**config.mk**
```make
export PLATFORM = sky130hd
export DESIGN_NAME = i2c_bitbang_master
export DESIGN_NICKNAME = d
export VERILOG_FILES = /design/src/design/i2cbb_pkg.sv /design/src/design/i2cbb_ram.sv /design/src/design/i2cbb_seq.sv /design/src/design/i2cbb_out.sv /design/src/design/i2c_bitbang_master.sv
export SDC_FILE = /design/constraint.sdc
export NUM_CORES = 1
export LEC_CHECK = 0
export ABC_AREA = 1
export BUFFER_PORTS_ARGS = -buffer_cell sky130_fd_sc_hd__buf_4
export CORE_MARGIN = 3
export CORE_UTILIZATION = 45
export CTS_BUF_LIST = sky130_fd_sc_hd__clkbuf_8
export CTS_CLUSTER_DIAMETER = 200
export CTS_CLUSTER_SIZE = 25
export DETAILED_ROUTE_END_ITERATION = 8
export PLACE_DENSITY_LB_ADDON = 0.08
export REMOVE_ABC_BUFFERS = 1
export SYNTH_ARGS = -nofsm -noshare
export SYNTH_HDL_FRONTEND = slang
export SYNTH_SLANG_ARGS = --single-unit
```
**constraint.sdc**
```tcl
create_clock -name aclk -period 3.5 [get_ports aclk]
set_input_delay 0.35 -clock aclk [delete_from_list [all_inputs] [get_ports aclk]]
set_output_delay 0.35 -clock aclk [all_outputs]
set_load 0.05 [all_outputs]
```
**src/design/i2cbb_pkg.sv**
```systemverilog
package i2cbb_pkg;

    // default depth of the transmit queue and the receive buffer
    localparam int BUFFER_DEPTH_DEF = 32;

    // widths fixed by the item layout
    localparam int RES_CNT_W = 6;
    localparam int WAIT_W    = 16;
    localparam logic [3:0] BITS_PER_BYTE = 4'd8;

    typedef enum logic [2:0] {
        ACT_TICK  = 3'd0,
        ACT_BEGIN = 3'd1,
        ACT_QUEUE = 3'd2,
        ACT_END   = 3'd3,
        ACT_READ  = 3'd4,
        ACT_TAKE  = 3'd5
    } act_t;

    typedef enum logic [1:0] {
        STAT_OK       = 2'd0,
        STAT_ADDR_NAK = 2'd1,
        STAT_DATA_NAK = 2'd2
    } stat_t;

    typedef enum logic [4:0] {
        ST_IDLE,
        ST_START,
        ST_CHK,
        ST_CHKSDA,
        ST_RELSCL,
        ST_PULSDA,
        ST_PULSCL,
        ST_TXBIT,
        ST_TXW2,
        ST_TXRISE,
        ST_TXW4,
        ST_TXFALL,
        ST_TXA2,
        ST_TXAREL,
        ST_TXPOLL,
        ST_TXA5,
        ST_TXEND,
        ST_RXW2,
        ST_RXRISE,
        ST_RXW4,
        ST_RXFALL,
        ST_RXA2,
        ST_RXAREL,
        ST_RXA4,
        ST_RXEND,
        ST_SREL,
        ST_SDAREL,
        ST_DONE
    } step_t;

    // result fields known at the accepting edge (the rx byte joins from the receive buffer's registered read)
    typedef struct packed {
        logic                 scl_low;
        logic                 sda_low;
        logic                 busy;
        logic                 done;
        logic [1:0]           status;
        logic [RES_CNT_W-1:0] read_count;
        logic [RES_CNT_W-1:0] rx_left;
        logic [RES_CNT_W-1:0] tx_level;
    } res_t;

endpackage

```
**src/design/i2cbb_ram.sv**
```systemverilog
module i2cbb_ram #(
    parameter int WIDTH = 8,
    parameter int DEPTH = 32,
    localparam int AW = (DEPTH > 1) ? $clog2(DEPTH) : 1
) (
    input  logic             aclk,
    input  logic             we,
    input  logic [AW-1:0]    waddr,
    input  logic [WIDTH-1:0] wdata,
    input  logic             re,
    input  logic [AW-1:0]    raddr,
    output logic [WIDTH-1:0] rdata
);

    logic [WIDTH-1:0] mem [DEPTH];
    logic [WIDTH-1:0] rdata_reg;

    always_ff @(posedge aclk) begin
        if (we) begin
            mem[waddr] <= wdata;
        end
        if (re) begin
            rdata_reg <= mem[raddr];
        end
    end

    assign rdata = rdata_reg;

endmodule

```
**src/design/i2cbb_seq.sv**
```systemverilog
module i2cbb_seq import i2cbb_pkg::*; #(
    parameter int BUFFER_DEPTH = BUFFER_DEPTH_DEF,
    localparam int IDX_W = (BUFFER_DEPTH > 1) ? $clog2(BUFFER_DEPTH) : 1,
    localparam int CNT_W = $clog2(BUFFER_DEPTH + 1)
) (
    input  logic              aclk,
    input  logic              aresetn,
    input  logic              accept,
    input  logic [2:0]        s_action,
    input  logic [7:0]        s_data_byte,
    input  logic [6:0]        s_address,
    input  logic [5:0]        s_count,
    input  logic              s_sda_in,
    input  logic              s_scl_in,
    input  logic              cfg_wr_en,
    input  logic [WAIT_W-1:0] cfg_wr_data,
    output logic              tx_we,
    output logic [IDX_W-1:0]  tx_waddr,
    output logic [7:0]        tx_wdata,
    output logic [IDX_W-1:0]  tx_raddr,
    input  logic [7:0]        tx_rdata,
    output logic              rx_we,
    output logic [IDX_W-1:0]  rx_waddr,
    output logic [7:0]        rx_wdata,
    output logic              rx_re,
    output logic [IDX_W-1:0]  rx_raddr,
    output res_t              res,
    output logic              take
);

    step_t             step_reg, step_next;
    logic [WAIT_W-1:0] wait_reg, wait_next;
    logic [WAIT_W-1:0] wt_reg, wt_next;
    logic              clk_reg, clk_next;
    logic              data_reg, data_next;
    logic [7:0]        shift_reg, shift_next;
    logic [3:0]        bit_reg, bit_next;
    logic [CNT_W-1:0]  bc_reg, bc_next;
    logic [CNT_W-1:0]  want_reg, want_next;
    logic [CNT_W-1:0]  txlen_reg, txlen_next;
    logic [CNT_W-1:0]  rxlen_reg, rxlen_next;
    logic [CNT_W-1:0]  rxidx_reg, rxidx_next;
    logic [6:0]        addr_reg, addr_next;
    logic              xmit_reg, xmit_next;
    logic              rd_reg, rd_next;
    logic              aphase_reg, aphase_next;
    logic              nak_reg, nak_next;
    stat_t             status_reg, status_next;

    act_t              act;
    logic [WAIT_W-1:0] reload;
    logic [CNT_W-1:0]  bc_inc;
    logic [CNT_W-1:0]  bc_wr;
    logic [3:0]        bit_inc;
    logic [7:0]        shift_sh;
    logic              done;

    assign act     = act_t'(s_action);
    // a zero wait setting acts as one
    assign reload  = (wt_reg == '0) ? '0 : wt_reg - WAIT_W'(1);
    assign bc_inc  = bc_reg + CNT_W'(1);
    assign bc_wr   = aphase_reg ? bc_reg : bc_inc;
    assign bit_inc = bit_reg + 4'd1;
    assign shift_sh = {shift_reg[6:0], 1'b0};

    // next byte to send, stable long before the ack slot ends
    assign tx_raddr = IDX_W'(bc_wr);

    always_ff @(posedge aclk) begin
        if (!aresetn) begin
            step_reg   <= ST_IDLE;
            wait_reg   <= '0;
            wt_reg     <= WAIT_W'(1);
            clk_reg    <= 1'b0;
            data_reg   <= 1'b0;
            shift_reg  <= '0;
            bit_reg    <= '0;
            bc_reg     <= '0;
            want_reg   <= '0;
            txlen_reg  <= '0;
            rxlen_reg  <= '0;
            rxidx_reg  <= '0;
            addr_reg   <= '0;
            xmit_reg   <= 1'b0;
            rd_reg     <= 1'b0;
            aphase_reg <= 1'b0;
            nak_reg    <= 1'b0;
            status_reg <= STAT_OK;
        end else begin
            step_reg   <= step_next;
            wait_reg   <= wait_next;
            wt_reg     <= wt_next;
            clk_reg    <= clk_next;
            data_reg   <= data_next;
            shift_reg  <= shift_next;
            bit_reg    <= bit_next;
            bc_reg     <= bc_next;
            want_reg   <= want_next;
            txlen_reg  <= txlen_next;
            rxlen_reg  <= rxlen_next;
            rxidx_reg  <= rxidx_next;
            addr_reg   <= addr_next;
            xmit_reg   <= xmit_next;
            rd_reg     <= rd_next;
            aphase_reg <= aphase_next;
            nak_reg    <= nak_next;
            status_reg <= status_next;
        end
    end

    always_comb begin
        step_next   = step_reg;
        wait_next   = wait_reg;
        wt_next     = wt_reg;
        clk_next    = clk_reg;
        data_next   = data_reg;
        shift_next  = shift_reg;
        bit_next    = bit_reg;
        bc_next     = bc_reg;
        want_next   = want_reg;
        txlen_next  = txlen_reg;
        rxlen_next  = rxlen_reg;
        rxidx_next  = rxidx_reg;
        addr_next   = addr_reg;
        xmit_next   = xmit_reg;
        rd_next     = rd_reg;
        aphase_next = aphase_reg;
        nak_next    = nak_reg;
        status_next = status_reg;
        tx_we       = 1'b0;
        tx_waddr    = IDX_W'(txlen_reg);
        tx_wdata    = s_data_byte;
        rx_we       = 1'b0;
        rx_waddr    = IDX_W'(bc_reg);
        rx_wdata    = shift_reg;
        rx_re       = 1'b0;
        rx_raddr    = IDX_W'(rxidx_reg);
        take        = 1'b0;
        done        = 1'b0;

        if (cfg_wr_en) begin
            wt_next = cfg_wr_data;
        end

        if (accept && act == ACT_TICK && step_reg != ST_IDLE) begin
            if (wait_reg != '0) begin
                wait_next = wait_reg - WAIT_W'(1);
            end else begin
                wait_next = reload;
                case (step_reg)
                    ST_START: step_next = ST_CHK;
                    ST_CHK: begin
                        if (s_scl_in && s_sda_in) begin
                            data_next = 1'b1;
                            step_next = ST_PULSCL;
                        end else if (s_scl_in) begin
                            clk_next  = 1'b1;
                            step_next = ST_CHKSDA;
                        end else if (!s_sda_in) begin
                            data_next = 1'b0;
                            step_next = ST_RELSCL;
                        end else begin
                            clk_next  = 1'b0;
                            step_next = ST_PULSDA;
                        end
                    end
                    ST_CHKSDA: begin
                        if (!s_sda_in) begin
                            data_next = 1'b0;
                            step_next = ST_RELSCL;
                        end else begin
                            clk_next  = 1'b0;
                            step_next = ST_PULSDA;
                        end
                    end
                    ST_RELSCL: begin
                        clk_next  = 1'b0;
                        step_next = ST_PULSDA;
                    end
                    ST_PULSDA: begin
                        data_next = 1'b1;
                        step_next = ST_PULSCL;
                    end
                    ST_PULSCL: begin
                        clk_next   = 1'b1;
                        shift_next = {addr_reg, rd_reg};
                        bit_next   = '0;
                        step_next  = ST_TXBIT;
                    end
                    ST_TXBIT: begin
                        data_next = !shift_reg[7];
                        step_next = ST_TXW2;
                    end
                    ST_TXW2: step_next = ST_TXRISE;
                    ST_TXRISE: begin
                        clk_next  = 1'b0;
                        step_next = ST_TXW4;
                    end
                    ST_TXW4: step_next = ST_TXFALL;
                    ST_TXFALL: begin
                        shift_next = shift_sh;
                        clk_next   = 1'b1;
                        bit_next   = bit_inc;
                        if (bit_inc < BITS_PER_BYTE) begin
                            data_next = !shift_sh[7];
                            step_next = ST_TXW2;
                        end else begin
                            step_next = ST_TXA2;
                        end
                    end
                    ST_TXA2: step_next = ST_TXAREL;
                    ST_TXAREL: begin
                        data_next = 1'b0;
                        clk_next  = 1'b0;
                        step_next = ST_TXPOLL;
                    end
                    ST_TXPOLL: begin
                        // slave may stretch the clock: poll until it is released
                        if (s_scl_in) begin
                            nak_next  = s_sda_in;
                            step_next = ST_TXA5;
                        end else begin
                            wait_next = '0;
                        end
                    end
                    ST_TXA5: step_next = ST_TXEND;
                    ST_TXEND: begin
                        clk_next  = 1'b1;
                        step_next = ST_SREL;
                        if (nak_reg) begin
                            if (!rd_reg) begin
                                status_next = aphase_reg ? STAT_ADDR_NAK : STAT_DATA_NAK;
                            end else begin
                                bc_next = '0;
                            end
                        end else if (rd_reg) begin
                            aphase_next = 1'b0;
                            if (bc_reg < want_reg) begin
                                data_next  = 1'b0;
                                shift_next = '0;
                                bit_next   = '0;
                                step_next  = ST_RXW2;
                            end
                        end else begin
                            aphase_next = 1'b0;
                            bc_next     = bc_wr;
                            if (bc_wr < txlen_reg && bc_wr < CNT_W'(BUFFER_DEPTH)) begin
                                shift_next = tx_rdata;
                                bit_next   = '0;
                                data_next  = !tx_rdata[7];
                                step_next  = ST_TXW2;
                            end else begin
                                status_next = STAT_OK;
                            end
                        end
                    end
                    ST_RXW2: step_next = ST_RXRISE;
                    ST_RXRISE: begin
                        clk_next   = 1'b0;
                        shift_next = {shift_reg[6:0], s_sda_in};
                        step_next  = ST_RXW4;
                    end
                    ST_RXW4: step_next = ST_RXFALL;
                    ST_RXFALL: begin
                        clk_next = 1'b1;
                        bit_next = bit_inc;
                        if (bit_inc < BITS_PER_BYTE) begin
                            step_next = ST_RXW2;
                        end else begin
                            // ack all but the last byte
                            data_next = bc_inc < want_reg;
                            step_next = ST_RXA2;
                        end
                    end
                    ST_RXA2: step_next = ST_RXAREL;
                    ST_RXAREL: begin
                        clk_next  = 1'b0;
                        step_next = ST_RXA4;
                    end
                    ST_RXA4: step_next = ST_RXEND;
                    ST_RXEND: begin
                        clk_next = 1'b1;
                        rx_we    = bc_reg < CNT_W'(BUFFER_DEPTH);
                        bc_next  = bc_inc;
                        if (bc_inc < want_reg) begin
                            data_next  = 1'b0;
                            shift_next = '0;
                            bit_next   = '0;
                            step_next  = ST_RXW2;
                        end else begin
                            data_next = 1'b1;
                            step_next = ST_SREL;
                        end
                    end
                    ST_SREL: begin
                        clk_next  = 1'b0;
                        step_next = ST_SDAREL;
                    end
                    ST_SDAREL: begin
                        data_next = 1'b0;
                        step_next = ST_DONE;
                    end
                    ST_DONE: begin
                        if (rd_reg) begin
                            rxlen_next = bc_reg;
                            rxidx_next = '0;
                        end else begin
                            txlen_next = '0;
                            xmit_next  = 1'b0;
                        end
                        done      = 1'b1;
                        wait_next = wait_reg;
                        step_next = ST_IDLE;
                    end
                    default: wait_next = wait_reg;
                endcase
            end
        end else if (accept && step_reg == ST_IDLE) begin
            case (act)
                ACT_BEGIN: begin
                    xmit_next  = 1'b1;
                    addr_next  = s_address;
                    txlen_next = '0;
                end
                ACT_QUEUE: begin
                    if (xmit_reg && txlen_reg < CNT_W'(BUFFER_DEPTH)) begin
                        tx_we      = 1'b1;
                        txlen_next = txlen_reg + CNT_W'(1);
                    end
                end
                ACT_END: begin
                    rd_next     = 1'b0;
                    aphase_next = 1'b1;
                    nak_next    = 1'b0;
                    bc_next     = '0;
                    wait_next   = '0;
                    step_next   = ST_START;
                end
                ACT_READ: begin
                    addr_next   = s_address;
                    want_next   = (32'(s_count) > BUFFER_DEPTH) ? CNT_W'(BUFFER_DEPTH)
                                                                : CNT_W'(s_count);
                    rxlen_next  = '0;
                    rxidx_next  = '0;
                    rd_next     = 1'b1;
                    aphase_next = 1'b1;
                    nak_next    = 1'b0;
                    bc_next     = '0;
                    wait_next   = '0;
                    step_next   = ST_START;
                end
                ACT_TAKE: begin
                    if (rxidx_reg < rxlen_reg && rxidx_reg < CNT_W'(BUFFER_DEPTH)) begin
                        rx_re      = 1'b1;
                        take       = 1'b1;
                        rxidx_next = rxidx_reg + CNT_W'(1);
                    end
                end
                default: ;
            endcase
        end

        res.scl_low    = clk_next;
        res.sda_low    = data_next;
        res.busy       = step_next != ST_IDLE;
        res.done       = done;
        res.status     = status_next;
        res.read_count = RES_CNT_W'(rxlen_next);
        res.rx_left    = (rxlen_next >= rxidx_next) ? RES_CNT_W'(rxlen_next - rxidx_next)
                                                    : '0;
        res.tx_level   = RES_CNT_W'(txlen_next);
    end

    a_idle_no_wait: assert property (@(posedge aclk) disable iff (!aresetn)
        step_reg == ST_IDLE |-> wait_reg == '0)
        else $error("wait counter running while idle");

    a_queue_when_idle: assert property (@(posedge aclk) disable iff (!aresetn)
        tx_we |-> step_reg == ST_IDLE && xmit_reg && txlen_reg < CNT_W'(BUFFER_DEPTH))
        else $error("transmit queue written outside an open write");

    a_rx_write_step: assert property (@(posedge aclk) disable iff (!aresetn)
        rx_we |=> rd_reg && bc_reg <= want_reg && (step_reg == ST_RXW2 || step_reg == ST_SREL))
        else $error("receive buffer written outside a read byte end");

    a_tx_level_bound: assert property (@(posedge aclk) disable iff (!aresetn)
        txlen_reg <= CNT_W'(BUFFER_DEPTH) && rxidx_reg <= rxlen_reg)
        else $error("buffer counts out of range");

endmodule

```
**src/design/i2cbb_out.sv**
```systemverilog
module i2cbb_out import i2cbb_pkg::*; (
    input  logic       aclk,
    input  logic       aresetn,
    input  logic       accept,
    input  res_t       res,
    input  logic       take,
    input  logic [7:0] rx_rdata,
    output logic       can_accept,
    output logic       m_valid,
    input  logic       m_ready,
    output res_t       m_res,
    output logic [7:0] m_rx_byte
);

    logic       pend_v_reg, pend_v_next;
    logic       m_v_reg, m_v_next;
    res_t       pend_res_reg;
    logic       pend_take_reg;
    res_t       m_res_reg;
    logic [7:0] rx_byte_reg;
    logic       move;

    // pending slot holds the result while the registered receive buffer read completes
    assign move        = pend_v_reg && (!m_v_reg || m_ready);
    assign can_accept  = !pend_v_reg || !m_v_reg || m_ready;
    assign pend_v_next = accept || (pend_v_reg && !move);
    assign m_v_next    = move || (m_v_reg && !m_ready);

    always_ff @(posedge aclk) begin
        if (!aresetn) begin
            pend_v_reg <= 1'b0;
            m_v_reg    <= 1'b0;
        end else begin
            pend_v_reg <= pend_v_next;
            m_v_reg    <= m_v_next;
        end
    end

    always_ff @(posedge aclk) begin
        if (accept) begin
            pend_res_reg  <= res;
            pend_take_reg <= take;
        end
        if (move) begin
            m_res_reg   <= pend_res_reg;
            rx_byte_reg <= pend_take_reg ? rx_rdata : 8'd0;
        end
    end

    assign m_valid   = m_v_reg;
    assign m_res     = m_res_reg;
    assign m_rx_byte = rx_byte_reg;

    a_accept_fills: assert property (@(posedge aclk) disable iff (!aresetn)
        accept |=> pend_v_reg)
        else $error("accepted transaction lost before the output register");

endmodule

```
**src/design/i2c_bitbang_master.sv**
```systemverilog
// Open-drain I2C master driven by a stream of items. Each accepted item gives
// exactly one result. Action 0 is a time base tick that advances the bus
// sequencer (start, address, data bytes with ack slots, stop), actions 1 to 5
// open a write, queue a byte, launch the write, launch a read or take a received
// byte; while a bus transaction runs, commands have no effect. cfg_wr_data sets
// how many ticks make one wait unit of the bus timing (zero acts as one) and may
// be written only while the block is idle. Rate: one item per clock cycle while
// the output is not stalled; each result passes through a pending slot and an
// output register. The transmit queue and receive buffer are single-port-write
// RAMs with a registered read; all other state lives in flops. A taken byte is
// read from the receive buffer on the accepting edge and joins its result as it
// moves from the pending slot to the output register; the next byte to send is
// prefetched from the transmit queue while a byte is on the wire. No clearing
// pass is needed after reset: buffer entries are only used after being written.
module i2c_bitbang_master import i2cbb_pkg::*; #(
    parameter int BUFFER_DEPTH = BUFFER_DEPTH_DEF
) (
    input  logic              aclk,
    input  logic              aresetn,
    // command and tick transactions
    input  logic              s_valid,
    output logic              s_ready,
    input  logic [2:0]        s_action,
    input  logic [7:0]        s_data_byte,
    input  logic [6:0]        s_address,
    input  logic [5:0]        s_count,
    input  logic              s_sda_in,
    input  logic              s_scl_in,
    // result transactions
    output logic              m_valid,
    input  logic              m_ready,
    output logic              m_scl_low,
    output logic              m_sda_low,
    output logic              m_busy_res,
    output logic              m_done_res,
    output logic [1:0]        m_status,
    output logic [5:0]        m_read_count,
    output logic [7:0]        m_rx_byte,
    output logic [5:0]        m_rx_left,
    output logic [5:0]        m_tx_level,
    // wait unit register
    input  logic              cfg_wr_en,
    input  logic [WAIT_W-1:0] cfg_wr_data
);

    localparam int IDX_W = (BUFFER_DEPTH > 1) ? $clog2(BUFFER_DEPTH) : 1;

    logic             accept;
    logic             can_accept;

    // buffer ports
    logic             tx_we;
    logic [IDX_W-1:0] tx_waddr;
    logic [7:0]       tx_wdata;
    logic [IDX_W-1:0] tx_raddr;
    logic [7:0]       tx_rdata;
    logic             rx_we;
    logic [IDX_W-1:0] rx_waddr;
    logic [7:0]       rx_wdata;
    logic             rx_re;
    logic [IDX_W-1:0] rx_raddr;
    logic [7:0]       rx_rdata;

    res_t             res;
    res_t             m_res;
    logic             take;

    // a new transaction enters whenever the result stage has a free slot
    assign s_ready = can_accept;
    assign accept  = s_valid && can_accept;

    // sequencer, command decode and all scalar state
    i2cbb_seq #(
        .BUFFER_DEPTH (BUFFER_DEPTH)
    ) u_seq (
        .aclk        (aclk),
        .aresetn     (aresetn),
        .accept      (accept),
        .s_action    (s_action),
        .s_data_byte (s_data_byte),
        .s_address   (s_address),
        .s_count     (s_count),
        .s_sda_in    (s_sda_in),
        .s_scl_in    (s_scl_in),
        .cfg_wr_en   (cfg_wr_en),
        .cfg_wr_data (cfg_wr_data),
        .tx_we       (tx_we),
        .tx_waddr    (tx_waddr),
        .tx_wdata    (tx_wdata),
        .tx_raddr    (tx_raddr),
        .tx_rdata    (tx_rdata),
        .rx_we       (rx_we),
        .rx_waddr    (rx_waddr),
        .rx_wdata    (rx_wdata),
        .rx_re       (rx_re),
        .rx_raddr    (rx_raddr),
        .res         (res),
        .take        (take)
    );

    // transmit queue, read every cycle at the prefetch address
    i2cbb_ram #(
        .WIDTH (8),
        .DEPTH (BUFFER_DEPTH)
    ) u_tx_ram (
        .aclk  (aclk),
        .we    (tx_we),
        .waddr (tx_waddr),
        .wdata (tx_wdata),
        .re    (1'b1),
        .raddr (tx_raddr),
        .rdata (tx_rdata)
    );

    // receive buffer, read only on a take so the data holds while the result stalls
    i2cbb_ram #(
        .WIDTH (8),
        .DEPTH (BUFFER_DEPTH)
    ) u_rx_ram (
        .aclk  (aclk),
        .we    (rx_we),
        .waddr (rx_waddr),
        .wdata (rx_wdata),
        .re    (rx_re),
        .raddr (rx_raddr),
        .rdata (rx_rdata)
    );

    // pending slot plus output register
    i2cbb_out u_out (
        .aclk       (aclk),
        .aresetn    (aresetn),
        .accept     (accept),
        .res        (res),
        .take       (take),
        .rx_rdata   (rx_rdata),
        .can_accept (can_accept),
        .m_valid    (m_valid),
        .m_ready    (m_ready),
        .m_res      (m_res),
        .m_rx_byte  (m_rx_byte)
    );

    assign m_scl_low    = m_res.scl_low;
    assign m_sda_low    = m_res.sda_low;
    assign m_busy_res   = m_res.busy;
    assign m_done_res   = m_res.done;
    assign m_status     = m_res.status;
    assign m_read_count = m_res.read_count;
    assign m_rx_left    = m_res.rx_left;
    assign m_tx_level   = m_res.tx_level;

endmodule
```
==> flow_metrics.env, run 1 <==
export IMPL_status="completed"
export IMPL_vias=21200
export IMPL_drc=0
export IMPL_skew_ps=68.1
export IMPL_overflow=0
export IMPL_ys_ff_latch=681
export IMPL_die_area_um2=70100
export IMPL_initial_utilization_pct=45.6
export IMPL_place_inst=3690
export IMPL_async_flop_share_pct=0
export IMPL_first_pass_iters=6
export IMPL_ant_nets=0
export IMPL_areaGrowthSynthToFinish_pct=10.6
export IMPL_htree_levels=1
export IMPL_io_buffers=80
export IMPL_cts_buffer_depth=3
export IMPL_setup_viol=0
export IMPL_layout_common_cells="edfxtp_1, nor2_1, nand2_1"
export IMPL_worstSetupPathType="reg -> reg"
export IMPL_cts_tree="built"
export IMPL_reg_largest_list="u_rx_ram.mem (256), u_tx_ram.mem (256)"
export IMPL_arrival_ps=3750
export IMPL_cts_buffers=31
export IMPL_hp_class="in -> reg"
export IMPL_cp_max_fo=4
export IMPL_fp_dieH_um=265
export IMPL_track_usage_pct=22.5
export IMPL_vdd_drop_max_uv=410
export IMPL_grt_pass1_wl_mm=124
export IMPL_pwr_density_cell_nw_per_um2=404
export IMPL_seq_area_frac_synth_pct=64.4
export IMPL_dpl_cell_area_um2=32200
export IMPL_yosysWarningCount=0
export IMPL_relSlewSlack_pct=25.7
export IMPL_hpwl_mm=52.3
export IMPL_path_clk_slew_ps=180
export IMPL_syn_area_um2=30100
export IMPL_finalHoldViolCount=0
export IMPL_drv_slew=0
export IMPL_via_per_inst=5.58
export IMPL_final_nets=2997
export IMPL_num_rows=94
export IMPL_fillCellCount=5991
export IMPL_grt_max_degree=132
export IMPL_tightest_slew_ps=1110
export IMPL_grt_pass1_vias=20700
export IMPL_stdcell_area_um2=33300
export IMPL_p_leak_uw=0.0122
export IMPL_final_cell_count_no_fill=3796
export IMPL_synthCells=2761
export IMPL_clock_root_buffer="clkbuf_8"
export IMPL_ys_flop_type="edfxtp_1"
export IMPL_postSynthAreaPerCell_um2=10.9
export IMPL_routabilityCongestion=0.922
export IMPL_post_route_period_util_pct=92.9
export IMPL_max_cap_violations=0
export IMPL_routedWlPerCell_um=21.2
export IMPL_synth_cell_types=59
export IMPL_drt_iter0_markers=1807
export IMPL_ios=81
export IMPL_core_um2=66100
export IMPL_max_freq_mhz=308
export IMPL_end_kind="flip-flop"
export IMPL_drive_above_1_share_pct=13.4
export IMPL_final_common_cell="edfxtp_1"
export IMPL_crit_required_ps=4000
export IMPL_antenna_found_initial=1
export IMPL_synth_edf_count=577
export IMPL_min_period_ps=3250
export IMPL_die_w_um=265
export IMPL_cts_sinks=681
export IMPL_wl_mm=80.6
export IMPL_clk_latency_ps=730
export IMPL_critPathLaunchType="flip-flop"
## through the flow
stage                     utilization (%)  setup WS [ps]  hold WS [ps]  TNS, ps  power [µW]
after floorplan                         -          -3080           400   -83150        9810
after global placement               48.8            177           404        0       10400
after detailed placement             48.8           76.2           405        0       10400
after CTS                            50.3           76.3          9.51        0       13600
after global routing                 50.4          -12.5          24.3    -17.0       14000
final                                50.4            249          48.9        0       13500
## cell usage after synthesis, types with 6 or more instances
cell	instances	area [µm²]
edfxtp_1	577	17300
nor2_1	355	1330
nand2_1	319	1200
o21ai_0	276	1380
nand3_1	211	1060
inv_1	170	638
dfxtp_1	104	2080
clkbuf_1	96	360
a21oi_1	93	465
o211ai_1	77	578
o21bai_1	58	435
or2_2	49	307
o22ai_1	44	275
ha_1	42	526
o221ai_1	32	280
buf_2	26	130
nand4_1	23	144
xor2_1	23	201
inv_2	17	63.8
nor3_1	14	70.1
nand3_2	12	120
a211oi_2	11	138
o21ai_1	11	55.1
a31oi_1	9	56.3
nand2_2	9	56.3
nor2_2	9	56.3
a211oi_1	7	52.6
buf_6	7	78.8
or2_1	7	43.8
nor2_4	6	67.6
## critical path: stages, from the launching register on
cell      delay, ps
dfxtp_1         390
inv_1            60
ha_1            260
a21boi_0        120
o21ai_0         150
nand3_1         160
nor2_2          160
nand2_1         120
o211ai_1        370
ha_1            320
nand2_1          70
nor2_1           40
a211o_1         260
nand2_2          70
inv_1            40
o21ai_0         130
nand2_1         110
nor2_2          140
nor3b_2          50
## path summary, 6_finish.rpt
kind / startpoint / to / slack (ps) / cells after the start
hold reg to reg: u_out.pend_res_reg[21] / u_out.m_res[21] / 440 / 0
setup reg to reg: u_seq.rxlen_reg[1] / u_out.pend_res_reg[11] / 250 / 18
setup / recovery: u_seq.rxlen_reg[1] / u_out.pend_res_reg[11] / 250 / 18
hold / removal: s_data_byte[6] / u_tx_ram.mem[29][6] / 50 / 1
## kinds of logic after synthesis
| family | Yosys count | synth area share (%) |
|---|---|---|
| simple gates | 1034 | 15.5 |
| flops | 681 | 64.4 |
| compound gates | 646 | 13.1 |
| buf+inv | 332 | 4.50 |
| fa+ha+maj | 43 | 1.81 |
| xor+xnor | 25 | 0.727 |
## cell type report
cell class                 count  area [µm²]  share of cell area, %
clock inverter                26         114                  0.342
antenna                        1        2.50                0.00751
sequential                   681       19400                   58.3
multi-input combinational   1748        9470                   28.4
clock buffer                  31         427                   1.28
timing repair buffer         250        2080                   6.23
tap                          864        1080                   3.24
inverter                     195         741                   2.22
## what timing repair did
item / CTS / global route
buffers inserted: 0 / 3
resized for setup: 1 / 25
setup endpoints to repair: 3 / 6
pin swaps: 0 / 7
hold buffers: 45 / 0
hold endpoints to repair: 39 / 0
## power breakdown
part,switching (µW),leakage (µW),internal (µW)
logic,893,0.00571,462
registers,55.1,0.00616,8810
clock network,2390,0.000366,853
## layer usage
layer / track usage, % / part of all wire [%]
met2: 38.5 / 49
met1: 31.7 / 45
met5: 0 / 0
met3: 1.75 / 4.4
met4: 4.71 / 2.2
(Power assumes the default switching activity.)
==> run 2, diff against run 1 <==
CORE_ASPECT_RATIO = 1.75   (was unset)
CORE_UTILIZATION = 65   (was 45)
==> flow_metrics.env, run 2 (synthesis results as in run 1) <==
export IMPL_final_cell_count_no_fill=3491
export IMPL_final_nets=2977
export IMPL_place_inst=3385
export IMPL_io_buffers=80
export IMPL_end_kind="flip-flop"
export IMPL_arrival_ps=3750
export IMPL_startpoint="u_seq.step_reg[0]"
export IMPL_worstSetupPathType="reg -> reg"
export IMPL_status="completed"
export IMPL_max_stage_delay_ps=600
export IMPL_finalHoldViolCount=0
export IMPL_max_cap_violations=0
export IMPL_routabilityCongestion=0.979
export IMPL_antenna_found_initial=2
export IMPL_fp_dieH_um=291
export IMPL_first_pass_iters=8
export IMPL_drive_above_1_share_pct=12.6
export IMPL_die_w_um=169
export IMPL_skew_ps=59.2
export IMPL_vias=21600
export IMPL_crit_required_ps=3980
export IMPL_hp_class="in -> reg"
export IMPL_drt_iter0_markers=1856
export IMPL_reg_largest_list="u_rx_ram.mem (256), u_tx_ram.mem (256)"
export IMPL_tightest_slew_ps=1050
export IMPL_drv_slew=0
export IMPL_htree_levels=1
export IMPL_cts_tree="built"
export IMPL_min_period_ps=3270
export IMPL_hpwl_mm=53.9
export IMPL_cts_buffer_depth=3
export IMPL_crit_chain="nand2_4 > nor2_2 > inv_1 > nor3_1 > or2_2 > o21ai_1 > nand2_1 > nand2_1 > inv_1 > ha_4 > nand2_1 > nor2_1 > a211o_1 > nand2_1 > inv_1 > o21ai_0 > nand2_1 > nor2_2 > nor3b_2"
export IMPL_cpMostUsedCell="nand2_1"
export IMPL_final_common_cell="edfxtp_1"
export IMPL_overflow=0
export IMPL_via_per_inst=6.20
export IMPL_relSlewSlack_pct=30.0
export IMPL_path_clk_slew_ps=180
export IMPL_critPathLaunchType="flip-flop"
export IMPL_cts_buffers=31
export IMPL_drc=0
export IMPL_initial_utilization_pct=66.2
export IMPL_wl_mm=78.2
export IMPL_cp_slowest_cell="dfxtp_1"
export IMPL_die_area_um2=49100
export IMPL_crit_buf_inv=3
export IMPL_grt_pass1_vias=21800
export IMPL_ios=81
export IMPL_areaGrowthSynthToFinish_pct=8.83
export IMPL_max_freq_mhz=306
export IMPL_num_rows=103
export IMPL_layout_common_cells="edfxtp_1, nor2_1, nand2_1"
export IMPL_cts_sinks=681
export IMPL_r2r_start="u_seq.step_reg[0]"
export IMPL_clk_latency_ps=740
export IMPL_grt_pass1_wl_mm=119
export IMPL_pwr_density_cell_nw_per_um2=406
export IMPL_routedWlPerCell_um=22.4
export IMPL_setup_viol=0
export IMPL_grt_max_degree=130
export IMPL_crit_family="simple AND/OR/NAND/NOR gates"
export IMPL_vdd_drop_max_uv=649
export IMPL_track_usage_pct=31.2
export IMPL_ant_nets=0
export IMPL_hp_start="s_data_byte[7]"
export IMPL_post_route_period_util_pct=93.3
export IMPL_fillCellCount=3238
export IMPL_cp_max_fo=8
export IMPL_clock_root_buffer="clkbuf_8"
export IMPL_p_leak_uw=0.0121
export IMPL_tns_ps=0
export IMPL_core_um2=45500
## run 2: changes by cell type in the layout (fill, tap and decap cells not counted), sizes merged
| cell | delta |
|---|---|
| buf | -21 |
| diode | +2 |
| clkinv | +1 |
| dlygate4sd3 | +1 |
| inv | -1 |
## run 2: layout make-up
| cell class | instances | area [µm²] | share of cell area, % |
|---|---|---|---|
| Tap cell | 577 | 722 | 2.20 |
| Timing Repair Buffer | 230 | 1890 | 5.77 |
| Inverter | 195 | 741 | 2.26 |
| Sequential cell | 681 | 19400 | 59.2 |
| Multi-Input combinational cell | 1748 | 9470 | 28.9 |
| Clock inverter | 26 | 121 | 0.370 |
| Antenna cell | 3 | 7.51 | 0.0229 |
| Clock buffer | 31 | 427 | 1.30 |
## run 2: where the power goes
group / switching [µW] / leakage [µW] / internal [µW]
registers: 57.0 / 0.00615 / 8810
clock network: 2280 / 0.000367 / 859
logic: 867 / 0.00560 / 455
total: 3200 / 0.0121 / 10100
## run 2: path summary, 6_finish.rpt
| check | end | slack (ps) | depth (start not counted) |
|---|---|---|---|
| worst max-delay path | u_out.pend_res_reg[11] | 230 | 19 |
| worst min-delay path | u_tx_ram.mem[28][7] | 60 | 1 |
| worst max register to register | u_out.pend_res_reg[11] | 230 | 19 |
| worst min register to register | u_out.m_res[9] | 440 | 0 |
## run 2: repair_timing
item                                    in CTS  in global routing
endpoints found under the setup margin       3                  6
hold buffers                                46                  0
endpoints found under the hold margin       34                  0
buffers inserted                             0                  0
resized for setup                            1                 19
pin swaps                                    0                  4
## run 2: metal layers
layer  track usage (%)  vias to the layer above  routed length (µm)
met5                 0                        -                   0
met4              17.7                        0                5180
met3              2.91                      255                4100
met2              58.4                      864               42200
met1              34.0                    10400               26800
li1                  -                    10100                   -
## run 2: metrics by stage
stage          hold WS, ps  total power [µW]  cell area (µm²)  utilization [%]  setup WS, ps
4_1_cts              0.914             13400            32700             71.9          26.6
3_5_place_dp           405             10300            31700             69.7          1.48
3_3_place_gp           403             10300            31700             69.7           154
5_1_grt               29.4             13800            32800             72.1         -55.5
6_report              62.6             13300            32800             72.1           234
2_1_floorplan          400              9810            29500                -         -3080
